## src/rtl/srtm_pkg.sv

```systemverilog
// Shared types, codes and helpers for the sorted record table block.
package srtm_pkg;

   localparam int TABLE_DEPTH_DEF = 32;
   localparam int NAME_BYTES      = 8;

   typedef enum logic [1:0] {
      OP_INSERT = 2'd0,
      OP_SEARCH = 2'd1,
      OP_MERGE  = 2'd2,
      OP_THRESH = 2'd3
   } op_type;

   typedef enum logic [2:0] {
      ST_RECORD   = 3'd0,
      ST_MISS     = 3'd1,
      ST_INSERTED = 3'd2,
      ST_FULL     = 3'd3,
      ST_EMPTY    = 3'd4
   } status_type;

   typedef struct packed {
      logic [63:0] name;
      logic [30:0] id;
      logic [15:0] key;
   } rec_type;

   localparam int REC_W = $bits(rec_type);

   typedef struct packed {
      logic load;
      logic ins_step;
      logic srch_step;
      logic mrg_step;
      logic fin_full;
      logic emit_fin;
   } cmd_type;

   typedef struct packed {
      op_type op;
      logic   full;
      logic   ins_done;
      logic   srch_done;
      logic   mrg_end;
      logic   mrg_hold;
      logic   out_free;
   } sts_type;

   // Keep bytes up to the first zero byte or NAME_BYTES, clear the rest.
   function automatic logic [63:0] norm_name(input logic [63:0] v);
      logic [63:0] r;
      logic        stop;
      r    = '0;
      stop = 1'b0;
      for (int b = 0; b < 8; b++) begin
         if (b >= NAME_BYTES || v[8*b +: 8] == 8'h00) begin
            stop = 1'b1;
         end
         if (!stop) begin
            r[8*b +: 8] = v[8*b +: 8];
         end
      end
      return r;
   endfunction

endpackage

```

## src/rtl/srtm_ctrl.sv

```systemverilog
// Sequencer for insert, search and merge walks of the record tables.
module srtm_ctrl (
   input  logic             clock,
   input  logic             reset,
   input  logic             req_valid,
   output logic             req_stall,
   input  srtm_pkg::sts_type sts,
   output srtm_pkg::cmd_type cmd
);

   typedef enum logic [7:0] {
      S_IDLE     = 8'b0000_0001,
      S_START    = 8'b0000_0010,
      S_INS_RD   = 8'b0000_0100,
      S_INS_CHK  = 8'b0000_1000,
      S_SRCH_RD  = 8'b0001_0000,
      S_SRCH_CHK = 8'b0010_0000,
      S_MRG_RD   = 8'b0100_0000,
      S_MRG_CHK  = 8'b1000_0000
   } state_type;

   state_type state_ff, state_in;
   logic      emit_ff, emit_in;

   always_comb begin
      state_in = state_ff;
      emit_in  = emit_ff;
      cmd      = '0;
      if (emit_ff) begin
         // final result waits for a free output slot
         cmd.emit_fin = 1'b1;
         if (sts.out_free) begin
            emit_in  = 1'b0;
            state_in = S_IDLE;
         end
      end else begin
         case (state_ff)
            S_IDLE: begin
               if (req_valid) begin
                  cmd.load = 1'b1;
                  state_in = S_START;
               end
            end
            S_START: begin
               case (sts.op)
                  srtm_pkg::OP_INSERT: begin
                     if (sts.full) begin
                        cmd.fin_full = 1'b1;
                        emit_in      = 1'b1;
                     end else begin
                        state_in = S_INS_RD;
                     end
                  end
                  srtm_pkg::OP_SEARCH: state_in = S_SRCH_RD;
                  default:             state_in = S_MRG_RD;
               endcase
            end
            S_INS_RD:  state_in = S_INS_CHK;
            S_INS_CHK: begin
               cmd.ins_step = 1'b1;
               if (sts.ins_done) begin
                  emit_in = 1'b1;
               end else begin
                  state_in = S_INS_RD;
               end
            end
            S_SRCH_RD:  state_in = S_SRCH_CHK;
            S_SRCH_CHK: begin
               cmd.srch_step = 1'b1;
               if (sts.srch_done) begin
                  emit_in = 1'b1;
               end else begin
                  state_in = S_SRCH_RD;
               end
            end
            S_MRG_RD:  state_in = S_MRG_CHK;
            S_MRG_CHK: begin
               cmd.mrg_step = 1'b1;
               if (sts.mrg_end) begin
                  emit_in = 1'b1;
               end else if (!sts.mrg_hold) begin
                  state_in = S_MRG_RD;
               end
            end
            default: state_in = S_IDLE;
         endcase
      end
   end

   always_ff @(posedge clock) begin
      if (reset) begin
         state_ff <= S_IDLE;
         emit_ff  <= 1'b0;
      end else begin
         state_ff <= state_in;
         emit_ff  <= emit_in;
      end
   end

   assign req_stall = (state_ff != S_IDLE) || emit_ff;

endmodule

```

## config.mk

```make
export PLATFORM = sky130hd
export DESIGN_NAME = srtm_ctrl
export DESIGN_NICKNAME = d
export VERILOG_FILES = /design/src/rtl/srtm_pkg.sv /design/src/rtl/srtm_ctrl.sv
export SDC_FILE = /design/constraint.sdc
export NUM_CORES = 1
export LEC_CHECK = 0
export ABC_AREA = 1
export BUFFER_PORTS_ARGS = -buffer_cell sky130_fd_sc_hd__buf_2
export CAP_MARGIN = 5
export CORE_MARGIN = 2
export CORE_UTILIZATION = 33
export CTS_CLUSTER_DIAMETER = 50
export DETAILED_ROUTE_END_ITERATION = 8
export PLACE_DENSITY = 0.63
export SLEW_MARGIN = 20
export SYNTH_ARGS = -nofsm -noshare
export SYNTH_HDL_FRONTEND = slang
export SYNTH_SLANG_ARGS = --single-unit
```

## constraint.sdc

```tcl
create_clock -name clock -period 1.8 [get_ports clock]
set_input_delay 0.09 -clock clock [delete_from_list [all_inputs] [get_ports clock]]
set_output_delay 0.09 -clock clock [all_outputs]
set_load 0.02 [all_outputs]
```

Word level (Yosys, flattened, before mapping)
Cells that the tools add are included.
- muxes and demuxes: 26
- reductions and logical operators: 3
- equal/unequal tests: 17
- operators with widths (operator ; number):
    $mux W8 ; 8
    $pmux W8 S8 ; 1
    $pmux W8 S2 ; 1
    $ne A3 B3 Y1 const B ; 5
    $mux W1 ; 14
    $eq A8 B1 Y1 const B ; 1
    $eq A8 B2 Y1 const B ; 1
    $eq A8 B3 Y1 const B ; 1
    $eq A8 B4 Y1 const B ; 1
    $eq A8 B5 Y1 const B ; 1
    $eq A8 B6 Y1 const B ; 1
    $eq A8 B7 Y1 const B ; 1
    $eq A8 B8 Y1 const B ; 1
    $ne A8 B1 Y1 const B ; 1
    $reduce_and A7 Y1 ; 1
    $mux W5 ; 1
    $ne A4 B4 Y1 const B ; 1
    $pmux W1 S4 ; 1
    $eq A2 B1 Y1 const B ; 1
    $logic_not A2 Y1 ; 1
    $ne A2 B2 Y1 const B ; 1
    $logic_or A1 B1 Y1 ; 1
- register bits after elaboration: 9
- word-level logic and storage cells: 48
- output and inout port bits: 7
- input bits: 11

Depth between registers and ports, before layout
- depth in word-level cells: 4
- gate-level depth with buffers: 11
- mapped depth without buffers: 10

Worst setup path before layout
Ideal clock, no wire load.
- path kind: reg-to-output
- from: register emit_ff
- to: output cmd[5] in the netlist's numbering
- data arrival time: 1378 ps
- stages on the path, launching flop included: 5
- required time: 1710 ps
- path buffers: 1
- slack: 332 ps
- path through: dfxtp_1 > inv_1 > clkbuf_1 > nand3_1 > nor2_1
- RTL lines (item ; RTL line ; RTL):
    start, declared ; srtm_ctrl.sv:23 ; logic emit_ff, emit_in;
    start signal, assigned ; srtm_ctrl.sv:96 ; emit_ff <= emit_in;
    end, declared ; srtm_ctrl.sv:8 ; output srtm_pkg::cmd_type cmd

Worst setup path in the final report
- from: register emit_ff
- to: register state_ff[3]
- longest elaborated chain between the ends: 2
- elaborated cells between the ends (all ways): 9
- those cells by class: eq/ne (7); mux (1); reduce/logical (1)
- RTL lines (item ; RTL line ; RTL):
    $ne A4 B4 Y1 (no source line), or another cell as far along ; n/a ;
    $reduce_and A7 Y1 (no source line) ; n/a ;
    end signal, assigned ; srtm_ctrl.sv:95 ; state_ff <= state_in;
    end, declared ; srtm_ctrl.sv:22 ; state_type state_ff, state_in;
Parallel ways exist; a longest one is shown, timed or not.
A chain may end at the register's enable or synchronous reset.

==> flow_metrics.env <==
export IMPL_outcome="finished clean"
export IMPL_hold_depth=3
export IMPL_slowest_delay_ns=0.36
export IMPL_drive_gt1_share_pct=31.4
export IMPL_portBuffers=17
export IMPL_dp_cells=195
export IMPL_clkPwrFrac_pct=8.5
export IMPL_cp_data_required_time_ns=2.01
export IMPL_initial_core_util_pct=34.0
export IMPL_postRouteWirelength_mm=2.22
export IMPL_placed_area_um2=1020
export IMPL_tns_ns=0
export IMPL_rsz0062_at_grt="no"
export IMPL_start_kind="flop"
export IMPL_worstMarginPinSlew_ns=0.438
export IMPL_h_tree_depth=1
export IMPL_synth_area_leader_cell="dfxtp_1"
export IMPL_yosys_area_top_type_share_pct=19.7
export IMPL_gp_congestion=0.847
export IMPL_drcViolationCount=0
export IMPL_clockRootBuffer="clkbuf_4"
export IMPL_synth_area_leaders="dfxtp_1 (20%), nand2_1 (16%), nor2_1 (9.8%)"
export IMPL_stdcell_count=203
export IMPL_crit_slowest_cell="dfxtp_1"
export IMPL_seq_area_frac_synth_pct=19.7
export IMPL_finalSetupViolCount=0
export IMPL_min_period_ns=1.63
export IMPL_finalInstanceArea_um2=1090
export IMPL_cp_arrival_ns=1.84
export IMPL_postSynth_asyncResetShare_pct=0
export IMPL_post_drt_wl_per_cell_um=11.0
export IMPL_power_density_nw_per_um2=1870
export IMPL_nets=184
export IMPL_maxCapViolCount=0
export IMPL_synthesis_area_um2=915
export IMPL_first_pass_iters=4
export IMPL_grt_start_max_net_pins=16
export IMPL_comb_power_share_pct=72.0
export IMPL_cts_num_sinks=9
export IMPL_drv_slew=0
export IMPL_rows=19
export IMPL_io_pins=18
export IMPL_leakage_uw=0.000608
export IMPL_power_internal_uw=921
export IMPL_synth_main_ff_cell="dfxtp_1"
export IMPL_grt_use_total_pct=14.8
export IMPL_vdd_drop_max_v=0.000861
export IMPL_diodes=0
export IMPL_overflow=0
export IMPL_rr_worst_depth=7
export IMPL_cts_inserted_buffers=3
export IMPL_area_growth_pct=18.9
export IMPL_ctsResizeCount=0
export IMPL_synthDistinctLibCells=23
export IMPL_core_area_um2=2690
export IMPL_syn_inst=149
export IMPL_die_area_um2=3210
export IMPL_fmax_ghz=0.612
export IMPL_dp_hpwl_mm=1.75
export IMPL_fp_dieH_um=56.6
export IMPL_min_path_type="input port to flop"
export IMPL_maxSlewHeadroom_pct=70.8
export IMPL_ys_ff_latch=9
export IMPL_swShare_pct=54.7
export IMPL_antenna_found_initial=0
export IMPL_synth_commonest_cells="nand2_1 (40), nor2_1 (24), nand3_1 (15), inv_1 (14), dfxtp_1 (9)"
export IMPL_syn_nets=160
export IMPL_yosysWarnings=0
export IMPL_die_x_um=56.6
export IMPL_cts_tree="built"
export IMPL_power_frac_seq_pct=19.5
export IMPL_cts_buffer_depth=2
export IMPL_path_cells="inv_1 > or2_1 > o21ai_4 > nor2_4 > buf_4 > a21oi_2 > nor2_1"
export IMPL_grt_pass1_vias=861
export IMPL_vias_per_cell=4.87
export IMPL_skew_ns=0.0172
export IMPL_worstSkewPairLatency_ns=0.28
export IMPL_ant_nets=0
export IMPL_grt_pass1_wl_mm=3.67
export IMPL_path_clk_slew_ns=0.08
export IMPL_final_hold_viol_count=0
export IMPL_synth_edf_count=0
export IMPL_avgSynthCellArea_um2=6.14
export IMPL_fin_crit_sh_pct=90.8
export IMPL_first_iter_violations=32
export IMPL_via_count=989
export IMPL_r2r_slack_ns=0.17
export IMPL_crit_type="flop to flop"
export IMPL_synth_most_common_cell="nand2_1"
export IMPL_critPathCaptureType="flop"
export IMPL_switching_power_uw=1110
export IMPL_worstPathMaxFanout=14
==> registers in the layout, indices dropped and copies added (netlist names) <==
name	cells
emit_ff	1
state_ff	8
==> final timing paths <==
check | from | to
min reg2reg | state_ff[2] | state_ff[2]
max | emit_ff | state_ff[3]
max reg2reg | emit_ff | state_ff[3]
min | sts[0] | emit_ff
==> layer usage <==
metal,global-route usage (%),up-vias,wire length [µm]
li1,-,514,-
met1,18.2,442,1020
met2,23.9,28,1060
met3,3.00,5,95
met4,8.16,0,51
met5,0,-,0
==> cells in the final DEF, fill, tap and decap left out <==
cell	n
a21oi_2	6
dfxtp_1	9
nand2_1	40
clkbuf_1	1
o21ai_4	1
nor2_4	4
or2_1	1
nor2_2	6
buf_2	17
a21oi_1	2
nand3_1	15
nand4_1	4
nor2_1	24
inv_6	1
buf_4	4
clkbuf_4	3
nand2_2	4
buf_12	1
nand3_2	3
inv_1	14
nand3b_1	3
dlygate4sd3_1	1
inv_2	2
o21ai_0	4
nand2_4	2
==> cell type report <==
cell class / count / area, µm²
tap: 31 / 38.8
multi-input combinational: 119 / 628
inverter: 17 / 68.8
fill: 292 / 1600
sequential: 9 / 180
timing repair buffer: 23 / 145
clock buffer: 4 / 26.3
==> logic make-up (layout without fill, tap and decap cells) <==
family                 count (synthesis)  after routing  synth area share [%]
AOI/OAI and AO/OA                     13             13                  10.8
DFF                                    9              9                  19.7
buffers and inverters                 21             44                  11.6
and+or+nand+nor                      106            106                  57.9
==> critical path, delay by kind of cell (launching register included) <==
kind | cells | cell delay [ns]
buffers and inverters | 2 | 0.41
DFF | 1 | 0.36
AOI/OAI and AO/OA | 2 | 0.13
and+or+nand+nor | 3 | 0.65
==> power groups by stage <==
| stage | clock network [µW] | registers (µW) | logic (µW) |
|---|---|---|---|
| 6_report | 172 | 397 | 1460 |
| 5_1_grt | 186 | 411 | 1650 |
| 4_1_cts | 183 | 396 | 1440 |
| 3_5_place_dp | 0 | 401 | 1440 |
| 3_3_place_gp | 0 | 397 | 1420 |
| 2_1_floorplan | 0 | 378 | 1220 |
==> timing repair <==
| item | CTS | global route |
|---|---|---|
| setup endpoints to repair | 0 | 4 |
| setup buffers | 0 | 3 |
| hold buffers | 1 | 0 |
| endpoints found under the hold margin | 1 | 0 |
==> through the flow <==
step	setup slack (ns)	power, µW	hold slack [ns]	util, %
after floorplan	0.332	1600	0.159	-
after global placement	0.229	1820	0.278	37.8
after detailed placement	0.186	1840	0.281	37.8
after CTS	0.149	2020	0.161	39.2
after global routing	0.0192	2250	0.190	40.5
final	0.165	2030	0.165	40.5
No activity file was read; power rests on OpenSTA's default activity.
